### src/rtl/sparse_vector_byte_decoder_unit_assert.svh
// assertion macros for the sparse vector byte decoder
`ifndef SPARSE_VECTOR_BYTE_DECODER_UNIT_ASSERT_SVH
`define SPARSE_VECTOR_BYTE_DECODER_UNIT_ASSERT_SVH

// condition implies consequence in the same cycle
`define SVBD_ASSERT_NOW(label, clk, rst, cond, conseq, msg) \
  label: assert property (@(posedge clk) disable iff (rst) (cond) |-> (conseq)) \
    else $error(msg);

// condition implies consequence in the following cycle
`define SVBD_ASSERT_NEXT(label, clk, rst, cond, conseq, msg) \
  label: assert property (@(posedge clk) disable iff (rst) (cond) |=> (conseq)) \
    else $error(msg);

`endif

### src/rtl/svbd_pkg.sv
// shared constants and types of the sparse vector byte decoder
package svbd_pkg;

  // internal position counter width and width of the reported position
  localparam int POS_BITS     = 20;
  localparam int POS_OUT_BITS = 20;
  localparam logic [POS_BITS-1:0] POS_MAX = {POS_BITS{1'b1}};

  typedef logic [1:0] kind_t;
  typedef logic [1:0] status_t;

  // result kinds
  localparam kind_t KIND_ELEM = 2'd0;
  localparam kind_t KIND_RUN  = 2'd1;
  localparam kind_t KIND_END  = 2'd2;

  // result status codes
  localparam status_t ST_OK       = 2'd0;
  localparam status_t ST_WIDE     = 2'd1;
  localparam status_t ST_OPEN_ESC = 2'd2;
  localparam status_t ST_POS_OVF  = 2'd3;

  // code byte classes, upper nibble or upper bits
  localparam logic [3:0] NIB_RUN_SHORT = 4'hC;
  localparam logic [3:0] NIB_RUN_LONG  = 4'hD;
  localparam logic [1:0] TOP_LITERAL   = 2'b00;
  localparam logic [1:0] TOP_PACK2     = 2'b01;
  localparam logic [1:0] TOP_PACK3     = 2'b10;
  localparam logic [2:0] TOP_ESCAPE    = 3'b111;

endpackage

### src/rtl/svbd_if.sv
// handshake channels for code bytes and decoded results

interface svbd_byte_if;
  logic       valid;
  logic       ready;
  logic [7:0] code_byte;
  logic       last_byte;

  modport source (output valid, output code_byte, output last_byte, input ready);
  modport sink   (input valid, input code_byte, input last_byte, output ready);
endinterface

interface svbd_result_if;
  logic                                valid;
  logic                                ready;
  svbd_pkg::kind_t                     kind;
  logic [svbd_pkg::POS_OUT_BITS-1:0]   position;
  logic [15:0]                         value;
  logic [8:0]                          run_length;
  svbd_pkg::status_t                   status;
  logic                                last_result;

  modport source (output valid, output kind, output position, output value,
                  output run_length, output status, output last_result, input ready);
  modport sink   (input valid, input kind, input position, input value,
                  input run_length, input status, input last_result, output ready);
endinterface

### src/rtl/sparse_vector_byte_decoder_unit.sv
// top level of the sparse vector byte decoder
//
// Usage: code bytes enter on in_ch (code_byte, last_byte), one transfer per
// byte. Decoded items leave on out_ch: element, zero-run and end-of-vector
// items, each with its position, value, run length and status; last_result
// marks the final item caused by one byte.
// A byte sits in a hold register and its items are produced one per cycle
// into an output register while out_ch does not stall; its first item
// passes through the hold register and then the output register. A byte
// that yields one item (or none) frees the hold register in the cycle it is
// decoded, so such bytes stream at one per cycle when out_ch does not stall;
// a byte with k items stays held until the single output register has
// taken all k (at most four: three packed elements plus the end item).
// Escape continuation bytes that leave the escape open produce no data item.
// Reset (rst, synchronous) empties both registers and clears position, the
// escape accumulator and the overflow flag. The same state is cleared after
// the end item of every vector.
// When out_ch stalls, the output register holds its item, the hold register
// keeps its byte, and in_ch ready drops until the item is taken.
module sparse_vector_byte_decoder_unit (
  input  logic                clk,
  input  logic                rst,
  svbd_byte_if.sink           in_ch,
  svbd_result_if.source       out_ch
);
  import svbd_pkg::*;

  // decoder state
  logic [POS_BITS-1:0] next_pos;
  logic                pos_ovf;
  logic [15:0]         acc_low;
  logic                acc_wide;
  logic                in_esc;

  // hold register
  logic                hold_valid;
  logic [7:0]          hold_byte;
  logic                hold_last;
  logic [1:0]          idx;

  // output register
  logic                out_valid;
  kind_t               out_kind;
  logic [POS_OUT_BITS-1:0] out_pos;
  logic [15:0]         out_value;
  logic [8:0]          out_run;
  status_t             out_status;
  logic                out_last;

  // decode of the held byte
  logic [7:0]          b;
  logic                is_run_s, is_run_l, is_lit, is_pack2, is_pack3, is_open;
  logic [22:0]         esc_full;
  logic                esc_wide;
  logic                esc_close;
  logic [1:0]          n_data;
  logic [2:0]          n_total;
  logic                cur_is_end;
  logic                cur_is_run;
  logic [15:0]         cur_value;
  logic                cur_wide;
  logic [8:0]          adv_n;
  logic                new_esc;

  // position advance
  logic [POS_BITS-1:0] pos_rem;
  logic [POS_BITS+8:0] rem_x, adv_x;
  logic                sat;
  logic [POS_BITS-1:0] pos_after;
  logic [POS_BITS+POS_OUT_BITS-1:0] pos_ext;

  // handshake
  logic                out_free;
  logic                fire;
  logic                done;
  logic                in_take;

  // byte classes
  always_comb begin
    b        = hold_byte;
    is_run_s = (b[7:4] == NIB_RUN_SHORT);
    is_run_l = (b[7:4] == NIB_RUN_LONG);
    is_lit   = (b[7:6] == TOP_LITERAL);
    is_pack2 = (b[7:6] == TOP_PACK2);
    is_pack3 = (b[7:6] == TOP_PACK3);
    is_open  = (b[7:5] == TOP_ESCAPE);
    esc_full  = {acc_low, b[6:0]};
    esc_wide  = acc_wide | (|esc_full[22:16]);
    esc_close = b[7];
  end

  // item counts and escape state after this byte
  always_comb begin
    if (in_esc) begin
      n_data  = esc_close ? 2'd1 : 2'd0;
      new_esc = ~esc_close;
    end else begin
      new_esc = is_open;
      if (is_pack3)                          n_data = 2'd3;
      else if (is_pack2)                     n_data = 2'd2;
      else if (is_lit || is_run_s || is_run_l) n_data = 2'd1;
      else                                   n_data = 2'd0;
    end
    n_total    = {1'b0, n_data} + {2'b00, hold_last};
    cur_is_end = ({1'b0, idx} >= {1'b0, n_data});
  end

  // fields of the current data item
  always_comb begin
    cur_is_run = 1'b0;
    cur_value  = 16'd0;
    cur_wide   = 1'b0;
    adv_n      = 9'd1;
    if (in_esc) begin
      cur_value = esc_full[15:0];
      cur_wide  = esc_wide;
    end else if (is_run_s) begin
      cur_is_run = 1'b1;
      adv_n      = {5'd0, b[3:0]} + 9'd1;
    end else if (is_run_l) begin
      cur_is_run = 1'b1;
      adv_n      = {({1'b0, b[3:0]} + 5'd1), 4'b0000};
    end else if (is_lit) begin
      cur_value = {8'd0, b};
    end else if (is_pack2) begin
      case (idx)
        2'd0:    cur_value = {13'd0, b[5:3]};
        default: cur_value = {13'd0, b[2:0]};
      endcase
    end else begin
      case (idx)
        2'd0:    cur_value = {14'd0, b[5:4]};
        2'd1:    cur_value = {14'd0, b[3:2]};
        default: cur_value = {14'd0, b[1:0]};
      endcase
    end
  end

  // saturating position advance
  always_comb begin
    pos_rem   = POS_MAX - next_pos;
    rem_x     = {9'd0, pos_rem};
    adv_x     = {{POS_BITS{1'b0}}, adv_n};
    sat       = (adv_x > rem_x);
    pos_after = sat ? POS_MAX : (next_pos + POS_BITS'(adv_n));
    pos_ext   = {{POS_OUT_BITS{1'b0}}, next_pos};
  end

  // handshake control
  always_comb begin
    out_free = ~out_valid | out_ch.ready;
    fire     = hold_valid & (n_total != 3'd0) & out_free;
    done     = hold_valid & ((n_total == 3'd0) ||
                             (fire && ({1'b0, idx} == n_total - 3'd1)));
    in_take  = in_ch.valid & in_ch.ready;
  end

  assign in_ch.ready = ~hold_valid | done;

  // hold register and item index
  always_ff @(posedge clk) begin
    if (rst) begin
      hold_valid <= 1'b0;
      idx        <= 2'd0;
    end else begin
      if (in_take) begin
        hold_valid <= 1'b1;
        idx        <= 2'd0;
      end else if (done) begin
        hold_valid <= 1'b0;
        idx        <= 2'd0;
      end else if (fire) begin
        idx <= idx + 2'd1;
      end
    end
  end

  always_ff @(posedge clk) begin
    if (in_take) begin
      hold_byte <= in_ch.code_byte;
      hold_last <= in_ch.last_byte;
    end
  end

  // decoder state update
  always_ff @(posedge clk) begin
    if (rst) begin
      next_pos <= '0;
      pos_ovf  <= 1'b0;
      acc_low  <= 16'd0;
      acc_wide <= 1'b0;
      in_esc   <= 1'b0;
    end else begin
      if (fire && !cur_is_end) begin
        next_pos <= pos_after;
        pos_ovf  <= pos_ovf | sat;
      end
      if (done) begin
        if (hold_last) begin
          next_pos <= '0;
          pos_ovf  <= 1'b0;
          acc_low  <= 16'd0;
          acc_wide <= 1'b0;
          in_esc   <= 1'b0;
        end else if (in_esc) begin
          in_esc <= ~esc_close;
          if (esc_close) begin
            acc_low  <= 16'd0;
            acc_wide <= 1'b0;
          end else begin
            acc_low  <= esc_full[15:0];
            acc_wide <= esc_wide;
          end
        end else if (is_open) begin
          in_esc   <= 1'b1;
          acc_low  <= {11'd0, b[4:0]};
          acc_wide <= 1'b0;
        end
      end
    end
  end

  // output register
  always_ff @(posedge clk) begin
    if (rst) begin
      out_valid <= 1'b0;
    end else if (out_free) begin
      out_valid <= fire;
    end
  end

  always_ff @(posedge clk) begin
    if (fire) begin
      out_pos  <= pos_ext[POS_OUT_BITS-1:0];
      out_last <= ({1'b0, idx} == n_total - 3'd1);
      if (cur_is_end) begin
        out_kind   <= KIND_END;
        out_value  <= 16'd0;
        out_run    <= 9'd0;
        out_status <= new_esc ? ST_OPEN_ESC : (pos_ovf ? ST_POS_OVF : ST_OK);
      end else if (cur_is_run) begin
        out_kind   <= KIND_RUN;
        out_value  <= 16'd0;
        out_run    <= adv_n;
        out_status <= (pos_ovf | sat) ? ST_POS_OVF : ST_OK;
      end else begin
        out_kind   <= KIND_ELEM;
        out_value  <= cur_value;
        out_run    <= 9'd0;
        out_status <= (pos_ovf | sat) ? ST_POS_OVF : (cur_wide ? ST_WIDE : ST_OK);
      end
    end
  end

  assign out_ch.valid       = out_valid;
  assign out_ch.kind        = out_kind;
  assign out_ch.position    = out_pos;
  assign out_ch.value       = out_value;
  assign out_ch.run_length  = out_run;
  assign out_ch.status      = out_status;
  assign out_ch.last_result = out_last;

  // checks
`include "sparse_vector_byte_decoder_unit_assert.svh"

  `SVBD_ASSERT_NOW(a_silent_byte_frees, clk, rst, hold_valid && (n_total == 3'd0),
    in_ch.ready, "byte without items did not free the hold register")
  `SVBD_ASSERT_NOW(a_end_is_last, clk, rst, out_valid && (out_kind == KIND_END),
    out_last, "end item not marked as last result")
  `SVBD_ASSERT_NOW(a_ovf_saturated, clk, rst, pos_ovf,
    next_pos == POS_MAX, "overflow flag set but position not saturated")
  `SVBD_ASSERT_NEXT(a_end_clears, clk, rst, fire && cur_is_end && done,
    (next_pos == '0) && !in_esc && !pos_ovf, "state not cleared after end item")

endmodule
### src/flat_wrapper.sv
// flat-port wrapper written by rule: the top's interface ports become plain ports
module sparse_vector_byte_decoder_unit_flat import svbd_pkg::*;
  (clk, rst, in_ch_valid, in_ch_code_byte, in_ch_last_byte, in_ch_ready, out_ch_valid, out_ch_kind, out_ch_position, out_ch_value, out_ch_run_length, out_ch_status, out_ch_last_result, out_ch_ready);
  svbd_byte_if in_ch_i ();
  svbd_result_if out_ch_i ();
  input  logic clk;
  input  logic rst;
  input wire logic [$bits(in_ch_i.valid)-1:0] in_ch_valid;
  input wire logic [$bits(in_ch_i.code_byte)-1:0] in_ch_code_byte;
  input wire logic [$bits(in_ch_i.last_byte)-1:0] in_ch_last_byte;
  output wire logic [$bits(in_ch_i.ready)-1:0] in_ch_ready;
  output wire logic [$bits(out_ch_i.valid)-1:0] out_ch_valid;
  output wire logic [$bits(out_ch_i.kind)-1:0] out_ch_kind;
  output wire logic [$bits(out_ch_i.position)-1:0] out_ch_position;
  output wire logic [$bits(out_ch_i.value)-1:0] out_ch_value;
  output wire logic [$bits(out_ch_i.run_length)-1:0] out_ch_run_length;
  output wire logic [$bits(out_ch_i.status)-1:0] out_ch_status;
  output wire logic [$bits(out_ch_i.last_result)-1:0] out_ch_last_result;
  input wire logic [$bits(out_ch_i.ready)-1:0] out_ch_ready;
  assign in_ch_i.valid = in_ch_valid;
  assign in_ch_i.code_byte = in_ch_code_byte;
  assign in_ch_i.last_byte = in_ch_last_byte;
  assign in_ch_ready = in_ch_i.ready;
  assign out_ch_valid = out_ch_i.valid;
  assign out_ch_kind = out_ch_i.kind;
  assign out_ch_position = out_ch_i.position;
  assign out_ch_value = out_ch_i.value;
  assign out_ch_run_length = out_ch_i.run_length;
  assign out_ch_status = out_ch_i.status;
  assign out_ch_last_result = out_ch_i.last_result;
  assign out_ch_i.ready = out_ch_ready;
  sparse_vector_byte_decoder_unit u_core (.clk(clk), .rst(rst), .in_ch(in_ch_i), .out_ch(out_ch_i));
endmodule
### config.mk
export PLATFORM = sky130hd
export DESIGN_NAME = sparse_vector_byte_decoder_unit_flat
export DESIGN_NICKNAME = d
export VERILOG_FILES = /design/src/rtl/svbd_pkg.sv /design/src/rtl/svbd_if.sv /design/src/rtl/sparse_vector_byte_decoder_unit.sv /design/src/flat_wrapper.sv
export VERILOG_INCLUDE_DIRS = /design/src /design/src/rtl
export SDC_FILE = /design/constraint.sdc
export NUM_CORES = 1
export LEC_CHECK = 0
export ABC_AREA = 1
export BUFFER_PORTS_ARGS = -buffer_cell sky130_fd_sc_hd__buf_2
export CAP_MARGIN = 10
export CORE_ASPECT_RATIO = 1.75
export CORE_MARGIN = 1.5
export CORE_UTILIZATION = 50
export DETAILED_ROUTE_END_ITERATION = 8
export MAX_ROUTING_LAYER = met4
export PLACE_DENSITY = 0.76
export SYNTH_ARGS = -nofsm -noshare
export SYNTH_HDL_FRONTEND = slang
export SYNTH_SLANG_ARGS = --single-unit
### constraint.sdc
create_clock -name clk -period 4.9 [get_ports clk]
set_clock_uncertainty 0.1 [all_clocks]
set_input_delay 0.245 -clock clk [delete_from_list [all_inputs] [get_ports clk]]
set_output_delay 0.245 -clock clk [all_outputs]
set_load 0.01 [all_outputs]
After elaboration in Yosys (flattened, before gate mapping)

Index checks and enable logic that the tools add are counted.

Bitwise gates (word level): 12
$lt $le $gt $ge: 2
Equal/unequal tests: 7
Muxes and demuxes: 48
Add/subtract/negate cells: 7
Reduce and logical (&&, ||, !) cells: 17

Operators with widths:

| operator               | count |
|---|---|
| $mux 16                | 9 |
| $mux 20                | 4 |
| $mux 9                 | 3 |
| $mux 1                 | 21 |
| $add 20x9->20          | 1 |
| $gt 9x20->1            | 1 |
| $sub 20x20->20 const A | 1 |
| $mux 2                 | 9 |
| $add 4x1->5 const B    | 2 |
| $eq 4x4->1 const B     | 2 |
| $reduce_or 7->1        | 1 |
| $reduce_bool 3->1      | 2 |
| $and 1x1->1            | 4 |
| $eq 2x1->1 const B     | 2 |
| $logic_not 2->1        | 2 |
| $not 1->1              | 4 |
| $or 1x1->1             | 4 |
| $pmux 2 s2             | 1 |
| $reduce_or 2->1        | 2 |
| $add 2x1->3            | 1 |
| $eq 2x3->1             | 1 |
| $eq 3x3->1 const B     | 1 |
| $logic_not 3->1        | 1 |
| $logic_or 1x1->1       | 3 |
| other kinds (10)       | 11 |

Output and inout bits: 52
Register bits after elaboration: 102

Logic depth before layout (Yosys ltp)

Depth in word-level cells: 17
Gate-level depth with buffers: 22

Worst setup path before layout

Ideal clock, no wire load.

Kind: reg-to-reg
Start point: register u_core.hold_byte[7] (netlist: u_core.b[7])
End point: register u_core.hold_byte[0] (netlist: u_core.b[0]) (enable)
Setup slack: 998 ps
Setup time: 380 ps
Arrival: 3422 ps
Data required time: 4420 ps
Path buffers: 0
Cell stages (with the launch flop): 16
Clock period less this slack: 3902 ps
Cell sequence: edfxtp_1 ha_1 nand2_1 nand2_1 a21oi_1 o21ai_0 ha_1 ha_1 inv_1 ha_1 ha_1 nor2_4 nand2_4 clkinv_2 nand3_2 a21oi_1

Longest elaborated chain between the ends: 16
Elaborated cells between the ends (all ways): 24
Classes of those cells: 2 x add/sub; 5 x eq/ne; 5 x mux; 5 x bitwise; 7 x reduce/logical

RTL lines:

| element                                       | line                                                                         | source |
|---|---|---|
| start: declaration                            | sparse_vector_byte_decoder_unit.sv:37                                        | `logic [7:0] hold_byte;` |
| start signal: assignment                      | sparse_vector_byte_decoder_unit.sv:180                                       | `hold_byte <= in_ch.code_byte;` |
| $eq 4x4->1 or $logic_not 2->1 (tied branches) | sparse_vector_byte_decoder_unit.sv:81, sparse_vector_byte_decoder_unit.sv:83 |  |
| $logic_or 1x1->1 (2 in series)                | sparse_vector_byte_decoder_unit.sv:101                                       | `else if (is_lit \|\| is_run_s \|\| is_run_l) n_data = 2'd1;` |
| $mux 1                                        | sparse_vector_byte_decoder_unit.sv:101                                       |  |
| $mux 2                                        | sparse_vector_byte_decoder_unit.sv:100                                       | `else if (is_pack2) n_data = 2'd2;` |
| $mux 2                                        | sparse_vector_byte_decoder_unit.sv:99                                        | `if (is_pack3) n_data = 2'd3;` |
| $mux 2 *                                      | sparse_vector_byte_decoder_unit.sv:94                                        | `if (in_esc) begin` |
| $add 2x1->3 *                                 | sparse_vector_byte_decoder_unit.sv:104                                       | `n_total = {1'b0, n_data} + {2'b00, hold_last};` |
| $reduce_bool 3->1 *                           | sparse_vector_byte_decoder_unit.sv:152                                       | `fire = hold_valid & (n_total != 3'd0) & out_free;` |
| $and 1x1->1 * (2 in series)                   | sparse_vector_byte_decoder_unit.sv:152                                       |  |
| net u_core.fire                               | sparse_vector_byte_decoder_unit.sv:74                                        | `logic fire;` |
| $logic_and 1x1->1 *                           | sparse_vector_byte_decoder_unit.sv:154                                       | `(fire && ({1'b0, idx} == n_total - 3'd1)));` |
| $logic_or 1x1->1 *                            | sparse_vector_byte_decoder_unit.sv:153                                       | `done = hold_valid & ((n_total == 3'd0) \|\|` |
| $and 1x1->1 *                                 | sparse_vector_byte_decoder_unit.sv:153                                       |  |
| $or 1x1->1 *                                  | sparse_vector_byte_decoder_unit.sv:158                                       | `assign in_ch.ready = ~hold_valid \| done;` |
| $and 1x1->1 *                                 | sparse_vector_byte_decoder_unit.sv:155                                       | `in_take = in_ch.valid & in_ch.ready;` |
| net u_core.in_take                            | sparse_vector_byte_decoder_unit.sv:76                                        | `logic in_take;` |

Mark *: on every way through the listed nets, which the timed path passes. The rest lies on a longest branch.
A chain may end at the register's enable or synchronous reset.

Worst setup path in the final report

Start point: register u_core.hold_byte[7] (netlist: u_core.b[7])
End point: register u_core.next_pos[18]

Longest elaborated chain between the ends: 15
Elaborated cells between the ends (all ways): 34
Classes of those cells: 3 x add/sub; 2 x order compare; 5 x eq/ne; 12 x mux; 3 x bitwise; 9 x reduce/logical

RTL lines:

| element                                       | line                                                                           | source |
|---|---|---|
| $eq 4x4->1 or $logic_not 2->1 (tied branches) | sparse_vector_byte_decoder_unit.sv:81, sparse_vector_byte_decoder_unit.sv:83   |  |
| $logic_or 1x1->1 (2 in series)                | sparse_vector_byte_decoder_unit.sv:101                                         |  |
| $mux 1                                        | sparse_vector_byte_decoder_unit.sv:101                                         |  |
| $mux 2                                        | sparse_vector_byte_decoder_unit.sv:100                                         |  |
| $mux 2                                        | sparse_vector_byte_decoder_unit.sv:99                                          |  |
| $mux 2 *                                      | sparse_vector_byte_decoder_unit.sv:94                                          |  |
| $add 2x1->3 *                                 | sparse_vector_byte_decoder_unit.sv:104                                         |  |
| $reduce_bool 3->1 *                           | sparse_vector_byte_decoder_unit.sv:152                                         |  |
| $and 1x1->1 * (2 in series)                   | sparse_vector_byte_decoder_unit.sv:152                                         |  |
| net u_core.fire                               | sparse_vector_byte_decoder_unit.sv:74                                          |  |
| $logic_and 1x1->1, on equally long branches   | sparse_vector_byte_decoder_unit.sv:194, sparse_vector_byte_decoder_unit.sv:154 |  |
| $mux 20 or $logic_or 1x1->1 (tied branches)   | sparse_vector_byte_decoder_unit.sv:194, sparse_vector_byte_decoder_unit.sv:153 |  |
| $mux 20 or $and 1x1->1 (tied branches)        | sparse_vector_byte_decoder_unit.sv:199, sparse_vector_byte_decoder_unit.sv:153 |  |
| $mux 20 *                                     | sparse_vector_byte_decoder_unit.sv:198                                         | `if (done) begin` |
| end signal: assignment                        | sparse_vector_byte_decoder_unit.sv:195                                         | `next_pos <= pos_after;` |
| end: declaration                              | sparse_vector_byte_decoder_unit.sv:29                                          | `logic [POS_BITS-1:0] next_pos;` |

Marks and branches as above.

==> flow_metrics.env <==
export IMPL_drcViolationCount=0
export IMPL_path_max_fanout=12
export IMPL_vias=4257
export IMPL_antenna_found_initial=0
export IMPL_wl_per_cell_microns=13.9
export IMPL_p_int_mw=1.52
export IMPL_synth_seq_cells=102
export IMPL_start_util_pct=51.0
export IMPL_finish_instance_area_sq_um=6000
export IMPL_placed_area_sq_um=5610
export IMPL_seq_power_share_pct=49.1
export IMPL_ir_worst_vdd_v=0.000210
export IMPL_crit_required_ns=5.05
export IMPL_p_leak_nw=2.74
export IMPL_fin_tns_setup_ns=0
export IMPL_fp_coreArea_sq_um=10200
export IMPL_setup_slack_ns=0.959
export IMPL_yosysSeqAreaShare_pct=50.7
export IMPL_finalHoldViolations=0
export IMPL_hp_class="in -> reg"
export IMPL_postCtsSetupBuffers=0
export IMPL_period_share_pct=80.4
export IMPL_synth_avg_cell_area_sq_um=8.24
export IMPL_preCtsSetupSlack_ns=1.01
export IMPL_synth_fp_nets=667
export IMPL_dieWidth_microns=80.0
export IMPL_cp_end_kind="flop"
export IMPL_tightestPinTransition_ns=1.01
export IMPL_synthTopCellsByArea="edfxtp_1 (34%), dfxtp_1 (17%), nand2_1 (12%)"
export IMPL_ys_types=33
export IMPL_place_hpwl_mm=8.71
export IMPL_slew_violations=0
export IMPL_layout_common_cells="nand2_1 (166), inv_1 (95), nor2_1 (76), buf_2 (64), edfxtp_1 (59)"
export IMPL_crit_type="reg -> reg"
export IMPL_fp_row_count=49
export IMPL_vias_per_cell=5.10
export IMPL_finalNetCount=740
export IMPL_pwr_share_clk_pct=34.9
export IMPL_switching_share_pct=27.1
export IMPL_cts_root_buf="clkbuf_16"
export IMPL_die_area_sq_um=11000
export IMPL_overflow=0
export IMPL_slew_headroom_pct=32.8
export IMPL_report_power_total_mw=2.08
export IMPL_ant_nets=0
export IMPL_drive_above_1_share_pct=13.6
export IMPL_power_density_nw_per_um2=347
export IMPL_setup_viol=0
export IMPL_grt_pass1_wl_mm=18.5
export IMPL_layout_commonest_cell="nand2_1"
export IMPL_outcome="completed"
export IMPL_switchingPower_uw=566
export IMPL_io_pin_count=65
export IMPL_synthCells=630
export IMPL_path_clk_slew_ns=0.06
export IMPL_h_tree_depth=3
export IMPL_cap_violations=0
export IMPL_placed_cells=811
export IMPL_ys_warn_count=0
export IMPL_port_buffers=64
export IMPL_rsz0062_at_grt="no"
export IMPL_synth_top_area_cell="edfxtp_1"
export IMPL_max_clock_path_buffers=2
export IMPL_fin_cells=835
export IMPL_fin_crit_ns=3.94
export IMPL_cts_sinks=102
export IMPL_syn_to_final_growth_pct=15.6
export IMPL_cts_tree="done"
export IMPL_grt_pass1_vias=3986
export IMPL_start_kind="flop"
export IMPL_grt_max_degree=53
export IMPL_fmax_mhz=254
export IMPL_cts_made_buffers=9
export IMPL_antennaDiodeCount=0
export IMPL_yosysTopAreaCellShare_pct=34.1
export IMPL_gp_congestion=0.915
export IMPL_multiInputGateArea_sq_um=2100
export IMPL_fill_cells=936
export IMPL_drt_initial_drc_count=275
export IMPL_track_usage_pct=22.9
export IMPL_ff_latch_area_sq_um=2630
export IMPL_routed_wl_mm=11.6
export IMPL_die_y_microns=138
export IMPL_dr_pass1_iters=5
export IMPL_clk_latency_ns=0.35
export IMPL_arrival_ns=4.09
export IMPL_syn_cell_area_sq_um=5190
export IMPL_p_comb_share_pct=16.0
## cell type report
class,instances,share of cell area [%]
flip-flops and latches,102,43.9
inverters,102,6.40
repair buffers,73,6.80
well taps,127,2.65
clock inverters,3,0.375
multi-input cells,415,35.0
clock buffers,13,4.88
## cell usage after synthesis
master / number
xor2_1: 5
nor2_2: 1
a31oi_1: 5
nor3_1: 14
o221a_2: 1
nand2_4: 1
nor2_1: 76
buf_4: 4
nand3_4: 1
ha_1: 23
nand2_1: 166
nand3_2: 3
nor3_2: 1
nand3_1: 42
o21ai_0: 11
nand3b_1: 12
clkbuf_1: 4
clkinv_2: 1
xnor2_1: 1
inv_2: 4
clkinv_1: 2
and2_1: 1
edfxtp_1: 59
dfxtp_1: 43
buf_2: 1
fa_1: 1
buf_6: 2
a21oi_1: 37
nand2_2: 1
inv_1: 95
nor2_4: 1
nor2_8: 1
nand4_1: 10
## sequential cells by signal (all words and copies together), names as in the netlist, 2 cells and up
register,count
u_core.idx,2
u_core.next_pos,20
u_core.out_ch.value,16
u_core.out_ch.kind,2
u_core.out_ch.position,20
u_core.out_ch.status,2
u_core.acc_low,16
u_core.b,8
u_core.out_ch.run_length,9
## power by group through the flow
| stage | sequential [mW] | combinational, mW | clock (mW) |
|---|---|---|---|
| floorplan | 1.06 | 0.211 | 0 |
| global route | 1.03 | 0.377 | 0.770 |
| CTS | 1.02 | 0.337 | 0.742 |
| finish | 1.02 | 0.334 | 0.727 |
| global placement | 1.04 | 0.322 | 0 |
| detailed placement | 1.04 | 0.331 | 0 |
## critical path, stage by stage (launching register included)
cell and delay [ns]:
edfxtp_1 0.51, inv_1 0.11, ha_1 0.25, inv_1 0.07
nand2_1 0.05, a21oi_1 0.14, o21ai_0 0.14, ha_1 0.23
ha_1 0.26, inv_1 0.04, ha_1 0.17, ha_1 0.24
nor2_4 0.16, nand2_4 0.11, clkinv_2 0.07, nand3_2 0.09
nand2_2 0.21, nand3_1 0.11, nand2_1 0.43, inv_2 0.20
nand2_1 0.11, inv_1 0.04
## routing by layer
metal,track usage (%),routed length (microns),vias to the layer above
met1,22.0,4130,1920
met4,14.3,578,0
met3,4.57,569,36
met5,-,0,-
li1,-,-,2177
met2,41.2,6310,124
## logic make-up after synthesis
logic type      count (synthesis)  share of synthesized area (%)
simple gates                  331                           28.1
buf+inv                       113                           8.79
flops                         102                           50.7
compound gates                 54                           5.45
fa+ha+maj                      24                           5.93
xor+xnor                        6                           1.01
## worst paths after layout
kind / startpoint / to / slack (ns) / cells past startpoint
setup reg to reg: u_core.b[7] / u_core.next_pos[18] / 0.96 / 21
hold / removal: in_ch_code_byte[7] / u_core.b[7] / 0.01 / 1
setup / recovery: u_core.b[7] / u_core.next_pos[18] / 0.96 / 21
hold reg to reg: u_core.acc_low[0] / u_core.acc_low[0] / 0.36 / 2
## timing repair
action | 4_1_cts | 5_1_grt
hold buffers | 8 | 0
resized for setup | 0 | 0
hold endpoints to repair | 8 | 0
## stage by stage
stage	utilization (%)	hold slack, ns
5_1_grt	59.0	0.00332
2_1_floorplan	-	0.214
3_3_place_gp	55.1	0.326
3_5_place_dp	55.1	0.323
6_report	59.0	0.0130
4_1_cts	59.0	0.0129
(Power assumes the default switching activity.)
